$ cat config.mk
export PLATFORM = sky130hd
export DESIGN_NAME = multi_channel_timer_table_flat
export DESIGN_NICKNAME = d
export VERILOG_FILES = /design/src/hw/rtl/mctt_pkg.sv /design/src/hw/rtl/mctt_if.sv /design/src/hw/rtl/multi_channel_timer_table.sv /design/src/hw/rtl/mctt_slot_mem.sv /design/src/flat_wrapper.sv
export SDC_FILE = /design/constraint.sdc
export NUM_CORES = 2
export LEC_CHECK = 0
export ABC_AREA = 1
export ABC_CLOCK_PERIOD_IN_PS = 7350
export BUFFER_PORTS_ARGS = -buffer_cell sky130_fd_sc_hd__buf_2
export CORE_MARGIN = 2
export CORE_UTILIZATION = 50
export DETAILED_ROUTE_END_ITERATION = 8
export GPL_TIMING_DRIVEN = 0
export HOLD_SLACK_MARGIN = 0.1
export PLACE_DENSITY = 0.66
export SLEW_MARGIN = 10
export SYNTH_ARGS = -nofsm -noshare
export SYNTH_HDL_FRONTEND = slang
export SYNTH_SLANG_ARGS = --single-unit
$ cat constraint.sdc
create_clock -name clk -period 7.35 [get_ports clk]
set_input_delay 0 -clock clk [delete_from_list [all_inputs] [get_ports clk]]
set_output_delay 0 -clock clk [all_outputs]
set_load 0.01 [all_outputs]
$ cat src/hw/rtl/mctt_pkg.sv
// shared types and constants of the timer table
`default_nettype none
package mctt_pkg;

    localparam int TW = 31;
    localparam int IDW = 8;
    localparam logic [TW-1:0] NEVER = {TW{1'b1}};
    localparam logic [TW-1:0] CAP_RESET = TW'(10 * 1000);
    localparam int MAX_RESULTS = 16;

    typedef enum logic [2:0] {
        OP_ADD_PER  = 3'd0,
        OP_ADD_ONE  = 3'd1,
        OP_SET_IVL  = 3'd2,
        OP_SET_DLY  = 3'd3,
        OP_REMOVE   = 3'd4,
        OP_TICK     = 3'd5
    } op_t;

    typedef enum logic [2:0] {
        ST_OK       = 3'd0,
        ST_FIRED    = 3'd1,
        ST_NOT_FND  = 3'd2,
        ST_DUP      = 3'd3,
        ST_FULL     = 3'd4
    } status_t;

    typedef struct packed {
        logic [2:0]    opcode;
        logic [IDW-1:0] timer_id;
        logic [TW-1:0] interval_ms;
        logic [TW-1:0] delay_ms;
        logic [TW-1:0] now_ms;
    } item_t;

    typedef struct packed {
        logic [2:0]     status;
        logic [IDW-1:0] fired_id;
        logic [TW-1:0]  min_interval_ms;
        logic           tick_needed;
        logic           last;
    } result_t;

    // saturating add of two 31-bit times
    function automatic logic [TW-1:0] sat_add(input logic [TW-1:0] a,
                                              input logic [TW-1:0] b);
        logic [TW:0] s;
        s = {1'b0, a} + {1'b0, b};
        sat_add = (s >= {1'b0, NEVER}) ? NEVER : s[TW-1:0];
    endfunction

endpackage
`default_nettype wire

$ cat src/hw/rtl/mctt_if.sv
// valid/ready channel interfaces
`default_nettype none
interface mctt_item_if import mctt_pkg::*; ();
    logic  valid;
    logic  ready;
    item_t data;
    modport source (output valid, output data, input ready);
    modport sink (input valid, input data, output ready);
endinterface

interface mctt_result_if import mctt_pkg::*; ();
    logic    valid;
    logic    ready;
    result_t data;
    modport source (output valid, output data, input ready);
    modport sink (input valid, input data, output ready);
endinterface

interface mctt_cfg_if import mctt_pkg::*; ();
    logic          valid;
    logic          ready;
    logic [TW-1:0] data;
    modport source (output valid, output data, input ready);
    modport sink (input valid, input data, output ready);
endinterface
`default_nettype wire

$ cat src/hw/rtl/multi_channel_timer_table.sv
// top level of the timer table
// Each transaction is handled alone. Every operation walks the slot memory one slot a cycle
// through its single registered read port. A non-tick transaction then applies its change
// and emits one result, and a new transaction is accepted only after that result has been
// taken; a remove that takes away the current minimum walks the table once more to recompute
// it. A tick walks the table once for each timer that fires, up to 16 firings, and once when
// nothing is due. A stall of the result sink holds the block. Results go out through an
// output register; configuration writes are taken at any time and must only be made while
// the block is idle.
`default_nettype none
module multi_channel_timer_table import mctt_pkg::*; #(
    parameter int SLOTS = 16
) (
    input  wire logic    clk,
    input  wire logic    rst_n,
    mctt_item_if.sink    in_ch,
    mctt_result_if.source out_ch,
    mctt_cfg_if.sink     cfg
);
    localparam int AW = (SLOTS > 1) ? $clog2(SLOTS) : 1;
    localparam int CW = $clog2(SLOTS + 1);
    localparam int NW = $clog2(MAX_RESULTS + 1);

    typedef enum logic [6:0] {
        S_IDLE  = 7'b0000001,
        S_SCAN  = 7'b0000010,
        S_APPLY = 7'b0000100,
        S_RESC  = 7'b0001000,
        S_EMIT  = 7'b0010000,
        S_MINR  = 7'b0100000,
        S_WAIT  = 7'b1000000
    } state_t;

    state_t         state_reg, state_next;
    item_t          item_reg;
    logic [TW-1:0]  cap_reg;
    logic [TW-1:0]  min_reg;
    logic [SLOTS-1:0] valid_reg;
    logic [CW-1:0]  cnt_reg;        // address issued
    logic           rd_pend_reg;    // read data of slot rd_slot_reg arrives this cycle
    logic [AW-1:0]  rd_slot_reg;
    logic           hit_reg;
    logic           more_reg;       // a second due slot was seen in this walk
    logic [AW-1:0]  hit_slot_reg;
    logic [IDW-1:0] hit_id_reg;
    logic [TW-1:0]  hit_ivl_reg;
    logic [TW-1:0]  hit_due_reg;
    logic           free_ok_reg;
    logic [AW-1:0]  free_slot_reg;
    logic [TW-1:0]  scan_min_reg;
    logic [NW-1:0]  fired_reg;
    logic           out_valid_reg;
    result_t        out_reg;

    logic [AW-1:0]  rd_addr;
    logic [IDW-1:0] rd_id;
    logic [TW-1:0]  rd_ivl, rd_due;
    logic           wr_en;
    logic [AW-1:0]  wr_addr;
    logic [IDW-1:0] wr_id;
    logic [TW-1:0]  wr_ivl, wr_due;

    mctt_slot_mem #(.SLOTS(SLOTS), .AW(AW)) u_mem (
        .clk(clk), .rd_addr(rd_addr), .rd_id(rd_id), .rd_ivl(rd_ivl), .rd_due(rd_due),
        .wr_en(wr_en), .wr_addr(wr_addr), .wr_id(wr_id), .wr_ivl(wr_ivl), .wr_due(wr_due)
    );

    logic [TW-1:0] ivl_in;
    logic [TW-1:0] eff_min;
    logic          op_tick, op_rem, op_add;
    logic          scan_done;
    logic          cur_v;

    assign ivl_in    = (item_reg.interval_ms == NEVER) ? NEVER - TW'(1) : item_reg.interval_ms;
    assign eff_min   = (min_reg < cap_reg) ? min_reg : cap_reg;
    assign op_tick   = item_reg.opcode == OP_TICK;
    assign op_rem    = item_reg.opcode == OP_REMOVE;
    assign op_add    = item_reg.opcode == OP_ADD_PER || item_reg.opcode == OP_ADD_ONE;
    assign rd_addr   = cnt_reg[AW-1:0];
    assign scan_done = (cnt_reg == CW'(SLOTS)) && !rd_pend_reg;
    assign cur_v     = valid_reg[rd_slot_reg];

    assign in_ch.ready   = state_reg == S_IDLE;
    assign cfg.ready     = 1'b1;
    assign out_ch.valid  = out_valid_reg;
    assign out_ch.data   = out_reg;

    // write port
    always_comb
    begin
        wr_en   = 1'b0;
        wr_addr = hit_slot_reg;
        wr_id   = hit_id_reg;
        wr_ivl  = hit_ivl_reg;
        wr_due  = hit_due_reg;
        if (state_reg == S_APPLY)
        begin
            case (item_reg.opcode)
                OP_ADD_PER, OP_ADD_ONE:
                begin
                    wr_en   = !hit_reg && free_ok_reg;
                    wr_addr = free_slot_reg;
                    wr_id   = item_reg.timer_id;
                    wr_ivl  = (item_reg.opcode == OP_ADD_ONE) ? NEVER : ivl_in;
                    wr_due  = sat_add(item_reg.now_ms, item_reg.delay_ms);
                end
                OP_SET_IVL:
                begin
                    wr_en  = hit_reg;
                    wr_ivl = ivl_in;
                end
                OP_SET_DLY:
                begin
                    wr_en  = hit_reg;
                    wr_due = sat_add(item_reg.now_ms, item_reg.delay_ms);
                end
                default:
                begin
                    wr_en = 1'b0;
                end
            endcase
        end
        else if (state_reg == S_RESC)
        begin
            wr_en  = 1'b1;
            wr_due = (hit_ivl_reg == NEVER) ? NEVER : sat_add(item_reg.now_ms, hit_ivl_reg);
        end
    end

    // state transitions
    always_comb
    begin
        state_next = state_reg;
        case (state_reg)
            S_IDLE:  if (in_ch.valid) state_next = S_SCAN;
            S_SCAN:  if (scan_done) state_next = op_tick ? (hit_reg ? S_RESC : S_EMIT) : S_APPLY;
            S_APPLY: state_next = (op_rem && hit_reg && hit_ivl_reg == min_reg) ? S_MINR : S_EMIT;
            S_RESC:  state_next = S_EMIT;
            S_MINR:  if (scan_done) state_next = S_EMIT;
            S_EMIT:  if (!out_valid_reg || out_ch.ready) state_next = S_WAIT;
            S_WAIT:
            begin
                if (!out_valid_reg || out_ch.ready)
                begin
                    if (op_tick && hit_reg && !out_reg.last)
                        state_next = S_SCAN;
                    else
                        state_next = S_IDLE;
                end
            end
            default: state_next = S_IDLE;
        endcase
    end

    // control and datapath registers
    always_ff @(posedge clk or negedge rst_n)
    begin
        if (!rst_n)
        begin
            state_reg     <= S_IDLE;
            cap_reg       <= CAP_RESET;
            min_reg       <= CAP_RESET;
            valid_reg     <= '0;
            cnt_reg       <= '0;
            rd_pend_reg   <= 1'b0;
            hit_reg       <= 1'b0;
            more_reg      <= 1'b0;
            free_ok_reg   <= 1'b0;
            fired_reg     <= '0;
            out_valid_reg <= 1'b0;
        end
        else
        begin
            state_reg <= state_next;
            if (cfg.valid)
            begin
                cap_reg <= cfg.data;
            end
            if (out_valid_reg && out_ch.ready && state_reg != S_EMIT)
            begin
                out_valid_reg <= 1'b0;
            end
            case (state_reg)
                S_IDLE:
                begin
                    cnt_reg     <= '0;
                    rd_pend_reg <= 1'b0;
                    hit_reg     <= 1'b0;
                    more_reg    <= 1'b0;
                    free_ok_reg <= 1'b0;
                    fired_reg   <= '0;
                end
                S_SCAN, S_MINR:
                begin
                    // walk one slot a cycle
                    rd_pend_reg <= cnt_reg != CW'(SLOTS);
                    if (cnt_reg != CW'(SLOTS))
                    begin
                        cnt_reg <= cnt_reg + CW'(1);
                    end
                    if (rd_pend_reg && cur_v)
                    begin
                        if (state_reg == S_MINR)
                        begin
                            if (rd_ivl < scan_min_reg) scan_min_reg <= rd_ivl;
                        end
                        else if (op_tick)
                        begin
                            if (rd_due < item_reg.now_ms)
                            begin
                                if (hit_reg)
                                begin
                                    more_reg <= 1'b1;
                                end
                                if (!hit_reg || rd_due < hit_due_reg)
                                begin
                                    hit_reg <= 1'b1;
                                    hit_slot_reg <= rd_slot_reg;
                                    hit_id_reg <= rd_id;
                                    hit_ivl_reg <= rd_ivl;
                                    hit_due_reg <= rd_due;
                                end
                            end
                        end
                        else if (!hit_reg && rd_id == item_reg.timer_id)
                        begin
                            hit_reg <= 1'b1;
                            hit_slot_reg <= rd_slot_reg;
                            hit_id_reg <= rd_id;
                            hit_ivl_reg <= rd_ivl;
                            hit_due_reg <= rd_due;
                        end
                    end
                    else if (rd_pend_reg && state_reg == S_SCAN && !free_ok_reg)
                    begin
                        free_ok_reg   <= 1'b1;
                        free_slot_reg <= rd_slot_reg;
                    end
                    if (state_reg == S_MINR && scan_done)
                    begin
                        min_reg <= scan_min_reg;
                    end
                end
                S_APPLY:
                begin
                    cnt_reg      <= '0;
                    rd_pend_reg  <= 1'b0;
                    scan_min_reg <= cap_reg;
                    if (op_add && !hit_reg && free_ok_reg)
                    begin
                        valid_reg[free_slot_reg] <= 1'b1;
                        if (item_reg.opcode == OP_ADD_PER && ivl_in < min_reg) min_reg <= ivl_in;
                    end
                    if (item_reg.opcode == OP_SET_IVL && hit_reg && hit_ivl_reg != ivl_in
                        && ivl_in < min_reg)
                    begin
                        min_reg <= ivl_in;
                    end
                    if (op_rem && hit_reg)
                    begin
                        valid_reg[hit_slot_reg] <= 1'b0;
                    end
                end
                S_RESC:
                begin
                    fired_reg <= fired_reg + NW'(1);
                end
                S_EMIT:
                begin
                    if (!out_valid_reg || out_ch.ready)
                    begin
                        out_valid_reg <= 1'b1;
                        out_reg.min_interval_ms <= eff_min;
                        out_reg.tick_needed <= min_reg < cap_reg;
                        if (op_tick && hit_reg)
                        begin
                            out_reg.status   <= ST_FIRED;
                            out_reg.fired_id <= hit_id_reg;
                            out_reg.last     <= fired_reg == NW'(MAX_RESULTS) || !more_reg;
                        end
                        else
                        begin
                            out_reg.fired_id <= '0;
                            out_reg.last     <= 1'b1;
                            if (op_tick || !(op_add || item_reg.opcode == OP_SET_IVL ||
                                item_reg.opcode == OP_SET_DLY || op_rem))
                                out_reg.status <= ST_OK;
                            else if (op_add)
                                out_reg.status <= hit_reg ? ST_DUP
                                                 : (free_ok_reg ? ST_OK : ST_FULL);
                            else
                                out_reg.status <= hit_reg ? ST_OK : ST_NOT_FND;
                        end
                    end
                end
                S_WAIT:
                begin
                    // a tick with further slots due, below the result limit, walks the table again
                    cnt_reg     <= '0;
                    rd_pend_reg <= 1'b0;
                    if (state_next == S_SCAN)
                    begin
                        hit_reg  <= 1'b0;
                        more_reg <= 1'b0;
                    end
                end
                default:
                begin
                end
            endcase
            rd_slot_reg <= rd_addr;
            if (state_reg == S_IDLE && in_ch.valid)
            begin
                item_reg <= in_ch.data;
            end
        end
    end

    // checks
    a_ready_idle: assert property (@(posedge clk) disable iff (!rst_n)
        in_ch.ready |-> !out_valid_reg || out_ch.ready || state_reg == S_IDLE)
        else $error("ready outside idle");
    a_fire_cnt: assert property (@(posedge clk) disable iff (!rst_n)
        fired_reg <= NW'(MAX_RESULTS))
        else $error("too many firings");
    a_emit_once: assert property (@(posedge clk) disable iff (!rst_n)
        state_reg == S_EMIT && (!out_valid_reg || out_ch.ready) |=> out_valid_reg)
        else $error("result lost");
endmodule
`default_nettype wire

$ cat src/hw/rtl/mctt_slot_mem.sv
// slot memory: id, interval and due time, one read and one write port
`default_nettype none
module mctt_slot_mem import mctt_pkg::*; #(
    parameter int SLOTS = 16,
    parameter int AW = 4
) (
    input  wire logic                clk,
    input  wire logic [AW-1:0]       rd_addr,
    output logic [IDW-1:0]           rd_id,
    output logic [TW-1:0]            rd_ivl,
    output logic [TW-1:0]            rd_due,
    input  wire logic                wr_en,
    input  wire logic [AW-1:0]       wr_addr,
    input  wire logic [IDW-1:0]      wr_id,
    input  wire logic [TW-1:0]       wr_ivl,
    input  wire logic [TW-1:0]       wr_due
);
    logic [IDW+2*TW-1:0] mem [SLOTS];

    // synchronous write
    always_ff @(posedge clk)
    begin
        if (wr_en)
        begin
            mem[wr_addr] <= {wr_id, wr_ivl, wr_due};
        end
    end

    // registered read
    always_ff @(posedge clk)
    begin
        {rd_id, rd_ivl, rd_due} <= mem[rd_addr];
    end
endmodule
`default_nettype wire
$ cat src/flat_wrapper.sv
// flat-port wrapper written by rule: the top's interface ports become plain ports
module multi_channel_timer_table_flat import mctt_pkg::*;
#(
    parameter int SLOTS = 16
)
  (clk, rst_n, in_ch_valid, in_ch_data, in_ch_ready, out_ch_valid, out_ch_data, out_ch_ready, cfg_valid, cfg_data, cfg_ready);
  mctt_item_if in_ch_i ();
  mctt_result_if out_ch_i ();
  mctt_cfg_if cfg_i ();
  input  wire logic clk;
  input  wire logic rst_n;
  input wire logic [$bits(in_ch_i.valid)-1:0] in_ch_valid;
  input wire logic [$bits(in_ch_i.data)-1:0] in_ch_data;
  output wire logic [$bits(in_ch_i.ready)-1:0] in_ch_ready;
  output wire logic [$bits(out_ch_i.valid)-1:0] out_ch_valid;
  output wire logic [$bits(out_ch_i.data)-1:0] out_ch_data;
  input wire logic [$bits(out_ch_i.ready)-1:0] out_ch_ready;
  input wire logic [$bits(cfg_i.valid)-1:0] cfg_valid;
  input wire logic [$bits(cfg_i.data)-1:0] cfg_data;
  output wire logic [$bits(cfg_i.ready)-1:0] cfg_ready;
  assign in_ch_i.valid = in_ch_valid;
  assign in_ch_i.data = in_ch_data;
  assign in_ch_ready = in_ch_i.ready;
  assign out_ch_valid = out_ch_i.valid;
  assign out_ch_data = out_ch_i.data;
  assign out_ch_i.ready = out_ch_ready;
  assign cfg_i.valid = cfg_valid;
  assign cfg_i.data = cfg_data;
  assign cfg_ready = cfg_i.ready;
  multi_channel_timer_table #(.SLOTS(SLOTS)) u_core (.clk(clk), .rst_n(rst_n), .in_ch(in_ch_i), .out_ch(out_ch_i), .cfg(cfg_i));
endmodule
# --- After elaboration in Yosys (flattened, before gate mapping) ---
# Memory sizes are Yosys's and may differ from the RTL's. A register that Yosys moved wholly into a read port is not among the register bits.
# Cells that the tools add are included.
op_classes:
  n_lt_le_gt_ge: 12
  n_reduce_logical: 60
  bitwise: 5
  eq_ne: 41
  add_sub_neg: 4
  muxes: 93
ops:
  columns: ["operator", "count"]
  rows:
  - ["31-bit two-way mux", 25]
  - ["31-bit one-hot mux with 2 select lines", 3]
  - ["31-bit less-than comparator", 5]
  - ["31-bit by 31-bit adder with 32-bit output", 2]
  - ["32-bit by 31-bit greater-or-equal comparator with 1-bit output (second input constant)", 2]
  - ["31-bit == test (second input constant)", 2]
  - ["7-bit one-hot mux with 7 select lines", 1]
  - ["16-bit two-way mux", 3]
  - ["8-bit two-way mux", 6]
  - ["7-bit two-way mux", 6]
  - ["31-bit == test", 1]
  - ["31-bit != test", 1]
  - ["1-bit two-way mux", 25]
  - ["4-bit two-way mux", 6]
  - ["1-bit logical AND", 22]
  - ["7-bit AND reduction", 3]
  - ["2-bit by 1-bit != test with 1-bit output (second input constant)", 10]
  - ["5-bit one-hot mux with 2 select lines", 2]
  - ["16-bit bitwise AND", 1]
  - ["16-bit NOT", 1]
  - ["16-bit bitwise OR", 1]
  - ["4-bit by 5-bit less-than comparator with 1-bit output (second input constant)", 3]
  - ["7-bit by 2-bit == test with 1-bit output (second input constant)", 2]
  - ["3-bit != test (second input constant)", 4]
  - ["other kinds (37)", 78]
word_totals:
  wordCells: 245
  ram_bits: 1120
  input_bits: 140
  output_inout_bits: 47
  register_bits: 361
  n_memories: 1
mem_list:
  columns: ["name", "words", "word_bits", "rd", "rd_clocked_by_memory_dff", "wr", "line_no", "source"]
  rows:
  - ["u_core.u_mem.mem", 16, 70, 1, 1, 1, "mctt_slot_mem.sv:18", "logic [IDW+2*TW-1:0] mem [SLOTS];"]

# --- Logic depth before layout (Yosys ltp) ---
depth:
  ltp_word: 9
  mapped_depth: 20
  mapped_depth_nobuf: 19

# --- By module ---
# A second synthesis with hierarchy kept.
hier_totals:
  hier_cells: 7864
  area_unflattened_um2: 74177.4
modules_own_cells:
  columns: ["module", "area_each_um2", "instances", "cells_per_inst", "seq_area_each_um2"]
  rows:
  - ["mctt_slot_mem", 49110.9, 1, 4602, 35033.6]
  - ["multi_channel_timer_table", 25066.5, 1, 3262, 10353.7]

# --- Worst setup path before layout ---
# Ideal clock, no wire load.
synth_path:
  path_type: "register to register"
  startpoint: "register u_core.state_reg[0]"
  endpoint: "register u_core.item_reg[0] (netlist bit), enable pin"
  slack_ns: 1.165
  n_path_buf: 0
  synth_period_minus_slack_ns: 6.185
  path_stages_with_launch: 5
  t_required_ns: 6.782
  arrival_time_ns: 5.617
  setup_ns: 0.568
  cell_sequence: "dfstp_2 inv_1 nor4_2 nand2_1 nor2_1"
synth_between:
  elab_chain_len: 3
synth_rtl:
  columns: ["item", "line_no", "source"]
  rows:
  - ["start, declared", "multi_channel_timer_table.sv:34", "state_t state_reg, state_next;"]
  - ["start signal, assigned", "multi_channel_timer_table.sv:174", "state_reg <= state_next;"]
  - ["7-bit by 1-bit == test with 1-bit output", null, null]
  - ["via in_ch_ready", "flat_wrapper.sv:14", "output wire logic [$bits(in_ch_i.ready)-1:0] in_ch_ready;"]
  - ["1-bit logical AND", "multi_channel_timer_table.sv:312", "if (state_reg == S_IDLE && in_ch.valid)"]
  - ["2-bit AND reduction (no source line)", null, null]
  - ["end signal, assigned", "multi_channel_timer_table.sv:314", "item_reg <= in_ch.data;"]
  - ["end, declared", "multi_channel_timer_table.sv:35", "item_t item_reg;"]
# The timed path passes the listed nets, and every way through them passes these cells.
# A chain may end at the register's enable or synchronous reset.

# --- Worst setup path in the final report ---
layout_path:
  startpoint: "register u_core.cnt_reg[0]"
  endpoint: "register u_core.min_reg[22]"
layout_between:
  elab_chain_len: 5
layout_rtl:
  columns: ["item", "line_no", "source"]
  rows:
  - ["start, declared", "multi_channel_timer_table.sv:39", "logic [CW-1:0] cnt_reg;"]
  - ["start signal, assigned", "multi_channel_timer_table.sv:199", "cnt_reg <= cnt_reg + CW'(1);"]
  - ["5-bit == test", "multi_channel_timer_table.sv:80", "assign scan_done = (cnt_reg == CW'(SLOTS)) && !rd_pend_reg;"]
  - ["1-bit logical AND", "multi_channel_timer_table.sv:80", null]
  - ["1-bit logical AND", "multi_channel_timer_table.sv:239", "if (state_reg == S_MINR && scan_done)"]
  - ["2-bit by 1-bit != test with 1-bit output (no source line)", null, null]
  - ["4-bit AND reduction (no source line)", null, null]
  - ["end signal, assigned", "multi_channel_timer_table.sv:241", "min_reg <= scan_min_reg;"]
  - ["end signal, assigned", "multi_channel_timer_table.sv:252", "if (item_reg.opcode == OP_ADD_PER && ivl_in < min_reg) min_reg <= ivl_in;"]
  - ["end signal, assigned", "multi_channel_timer_table.sv:257", "min_reg <= ivl_in;"]
  - ["end, declared", "multi_channel_timer_table.sv:37", "logic [TW-1:0] min_reg;"]
# No other way between the ends.

==> metrics.md <==
| Metric | Value |
|---|---|
| Setup Fix Bufs, Post-CTS | 0 |
| Synth Register Bits | 1,551 |
| Maximum number of pins on one net before global-route repair | 82 |
| Vias | 52,740 |
| Number of port buffers | ~180 |
| Dpl cells | ~8,500 |
| Final clock skew | about 0.041 ns |
| Clock latency on the worst-skew pair | roughly 0.83 ns |
| Initial DRT Pass Iterations | 6 |
| First-pass GRT wire length | 321.5 mm |
| Outcome | finished, violations left |
| Fin. Hold Viols | 0 |
| FFs w/ async S/R, synth | 6.447% |
| CTS max path bufs | 3 |
| VDD IR max | approximately 0.00022 V |
| Crit-path slowest cell | clkbuf_1 |
| Synth area leader | edfxtp_1 |
| Maxcap violations | 1 |
| Post-Syn Instances | 6,396 |
| Die height | 376.7 µm |
| Slew at the pin closest to its max-slew limit | ~1.5 ns |
| CP cell instances | clkbuf_1 -> inv_1 -> buf_2 -> clkbuf_1 -> clkbuf_1 -> ha_1 -> nand4_1 -> nor2_1 -> nand2_1 -> nand2_1 -> clkbuf_1 -> nand3_1 -> nand2_1 |
| CTS tree | built |
| Wire per inst | 24.24 µm |
| Worst hold path class | in2reg |
| H-Tree Depth | 4 |
| Top FF cell, synth | edfxtp_1 |
| Setup crit end kind | flop |
| WL final | 220.7 mm |
| GP Congestion | a little under 1 |
| Clk slew on worst S/H paths | 0.06 ns |
| Rows | 136 |
| Synthesized area per cell | 10.86 µm² |
| Crit share post-route | 70.55% |
| DR iter-0 viols | 5,567 |
| Slew HR | 0.3981% |
| # clock sinks | 1,551 |
| Die area | 141,900 µm² |
| Crit Path Max Fanout | 10 |
| DR WL met3 | 22.74 mm |
| I/O pin count | about 190 |
| Final Core Density | 60.47% |
| Post-synth EDFFs | 1,381 |
| Setup TNS | 0 ns |
| Total grt overflow | 0 |
| PD cells | 299.7 nW/µm² |
| Post-DP HPWL | 155.2 mm |
| Leak | 31.57 nW |
| Root buf cell | clkbuf_16 |
| Period minus WS final | between 5 and 6 ns |
| CP Launch Type | flop |
| Final Setup Violations | 0 |
| Unrepaired setup endpoints after global routing | false |
| Ys Warns | 0 |
| Syn nets | 6,756 |
| Met2 Wirelength | 100.9 mm |
| Vias in the first global route | approximately 51,000 |
| Non-filler cells, final | 9,104 |
| Wire length on met1 | 87.75 mm |
| NumNets Final | 7,532 |
| Critical path type | reg2reg |
| Synthesis-to-finish area growth | 19.83% |
| Die extent in x | 376.7 µm |
| Slowest cell delay on critical path | 0.95 ns |
| Top Layer Used | met5 |
| Crit path top cell by count | clkbuf_1 |
| Most common cell after layout, fill and taps aside | edfxtp_1 |
| Initial antenna violation count | 10 |
| Fill count | ~11,000 |
| Netlist cell types | 62 |
| Num CTS Buffers | 160 |
| Achievable frequency | 192.8 MHz |
| Layout cells sized above 1 | around 8.5% |
| Violated checks | max-capacitance violations |
| Post-Synthesis Cell Area | 69,460 µm² |
| CP arrival | 5.94 ns |
| Starting Density | 50.46% |
| Most frequent cells in the layout | edfxtp_1 (1,381), nand2_1 (1,061), nor2_1 (805) |
| Required time of the critical path | 8.11 ns |
| Total GRT Usage | 30.71% |
| Vias per cell | slightly below 6 |
| Antenna Nets Post-Route | 0 |
| Area of the core | roughly 140,000 µm² |
| Area share of the largest cell type after synthesis | 59.70% |
| Number of max-slew violations in the final report | 0 |
| Flip-flop count of the largest register after layout | 1,120 |
| Sequential area share after synthesis | roughly two thirds |
| Drt drc | 0 |
| Top cells by area, synth | edfxtp_1 (60%), nand2_1 (5.7%), o21ai_0 (5.1%), nor2_1 (4.5%), ha_1 (3.9%) |
[cell families (layout without fill, tap and decap cells)]
family	after synthesis	count (layout)	synth area share, %
buffers and inverters	867	1779	4.766
xor gates and xnor gates	70	70	0.8826
muxes	12	12	0.1819
other	1	3	0.005398
AOI/OAI and AO/OA	1349	1349	11.12
and+or+nand+nor	2326	2326	13.72
adders and majority gates	220	220	3.984
DFF	1551	1551	65.34
[power breakdown]
group / internal [W] / leakage (nW) / total [W] / switching (W)
logic: 0.00183 / 14.6 / 0.00639 / 0.00456
clock network: 0.00468 / 2.60 / 0.00826 / 0.00358
registers: 0.00992 / 14.4 / 0.0103 / 0.000380
total: 0.0164 / 31.6 / 0.0250 / 0.00852
[cell usage after synthesis (45+ instances only)]
cell type / number
clkbuf_1: 294
edfxtp_1: 1381
o221ai_1: 126
inv_1: 532
a21oi_1: 245
o21ai_0: 703
dfxtp_1: 70
nand3_1: 292
o22ai_1: 169
nand2_1: 1061
nor2_1: 825
dfrtp_1: 89
nand4_1: 54
xor2_1: 45
ha_1: 218
[final timing paths]
kind	start	endpoint	slack, ns	depth (start not counted)
max	u_core.cnt_reg[0]$_DFFE_PN0P_	u_core.min_reg[22]$_DFFE_PN0P_	2.16	13
max reg2reg	u_core.cnt_reg[0]$_DFFE_PN0P_	u_core.min_reg[22]$_DFFE_PN0P_	2.16	13
min in group asynchronous	rst_n	u_core.valid_reg[11]$_DFFE_PN0P_	0.27	4
max in group asynchronous	rst_n	u_core.cap_reg[4]$_DFFE_PN1P_	6.35	5
min	in_ch_valid	u_core.state_reg[1]$_DFF_PN0_	0.15	4
min reg2reg	u_core.u_mem.rd_id[7]$_DFF_P_	u_core.hit_id_reg[7]$_DFFE_PP_	0.45	0
[area by class of cell]
| type | count | area (µm²) | area share, % |
|---|---|---|---|
| inverters | 535 | 2008 | 2.412 |
| multi-input cells | 3978 | 20980 | 25.21 |
| clock buffers | 212 | 4380 | 5.262 |
| clock inverters | 86 | 1002 | 1.204 |
| flip-flops and latches | 1551 | 45390 | 54.53 |
| plain buffers | 332 | 1306 | 1.569 |
| repair buffers | 614 | 5924 | 7.117 |
| diodes | 2 | 5.005 | 0.006012 |
| well taps | 1794 | 2245 | 2.697 |
[layer usage]
layer | GRT usage, % | up-vias
met5 | 0 | -
met4 | 12.78 | 4
met3 | 6.701 | 436
met2 | 48.63 | 2626
met1 | 41.14 | 25540
li1 | - | 24130
[worst max-delay path: cells and delay by family (launching register included)]
family,cells,cell delay (ns)
buffers and inverters,6,3.00
AND/OR/NAND/NOR,6,1.36
flip-flops,1,0.47
adder cells (fa/ha/maj),1,0.26
[repair_timing]
item,CTS,global route
setup endpoints to repair,0,0
gates resized for setup,0,0
endpoints found under the hold margin,308,0
hold buffers,337,0
[through the flow]
stage / instance area (µm²) / hold slack (ns) / total power [W] / worst slack, ns
after CTS: 83190 / 0.1046 / 0.02485 / 2.380
after global routing: 83240 / 0.1393 / 0.02589 / 1.959
after global placement: 72630 / 0.1763 / 0.01640 / -2.937
after detailed placement: 74420 / -0.1073 / 0.01652 / 2.348
after floorplan: 69460 / -0.2956 / 0.01389 / 1.165
final: 83240 / 0.1545 / 0.02495 / 2.164
Note: power is estimated with default switching activity, not from simulation.
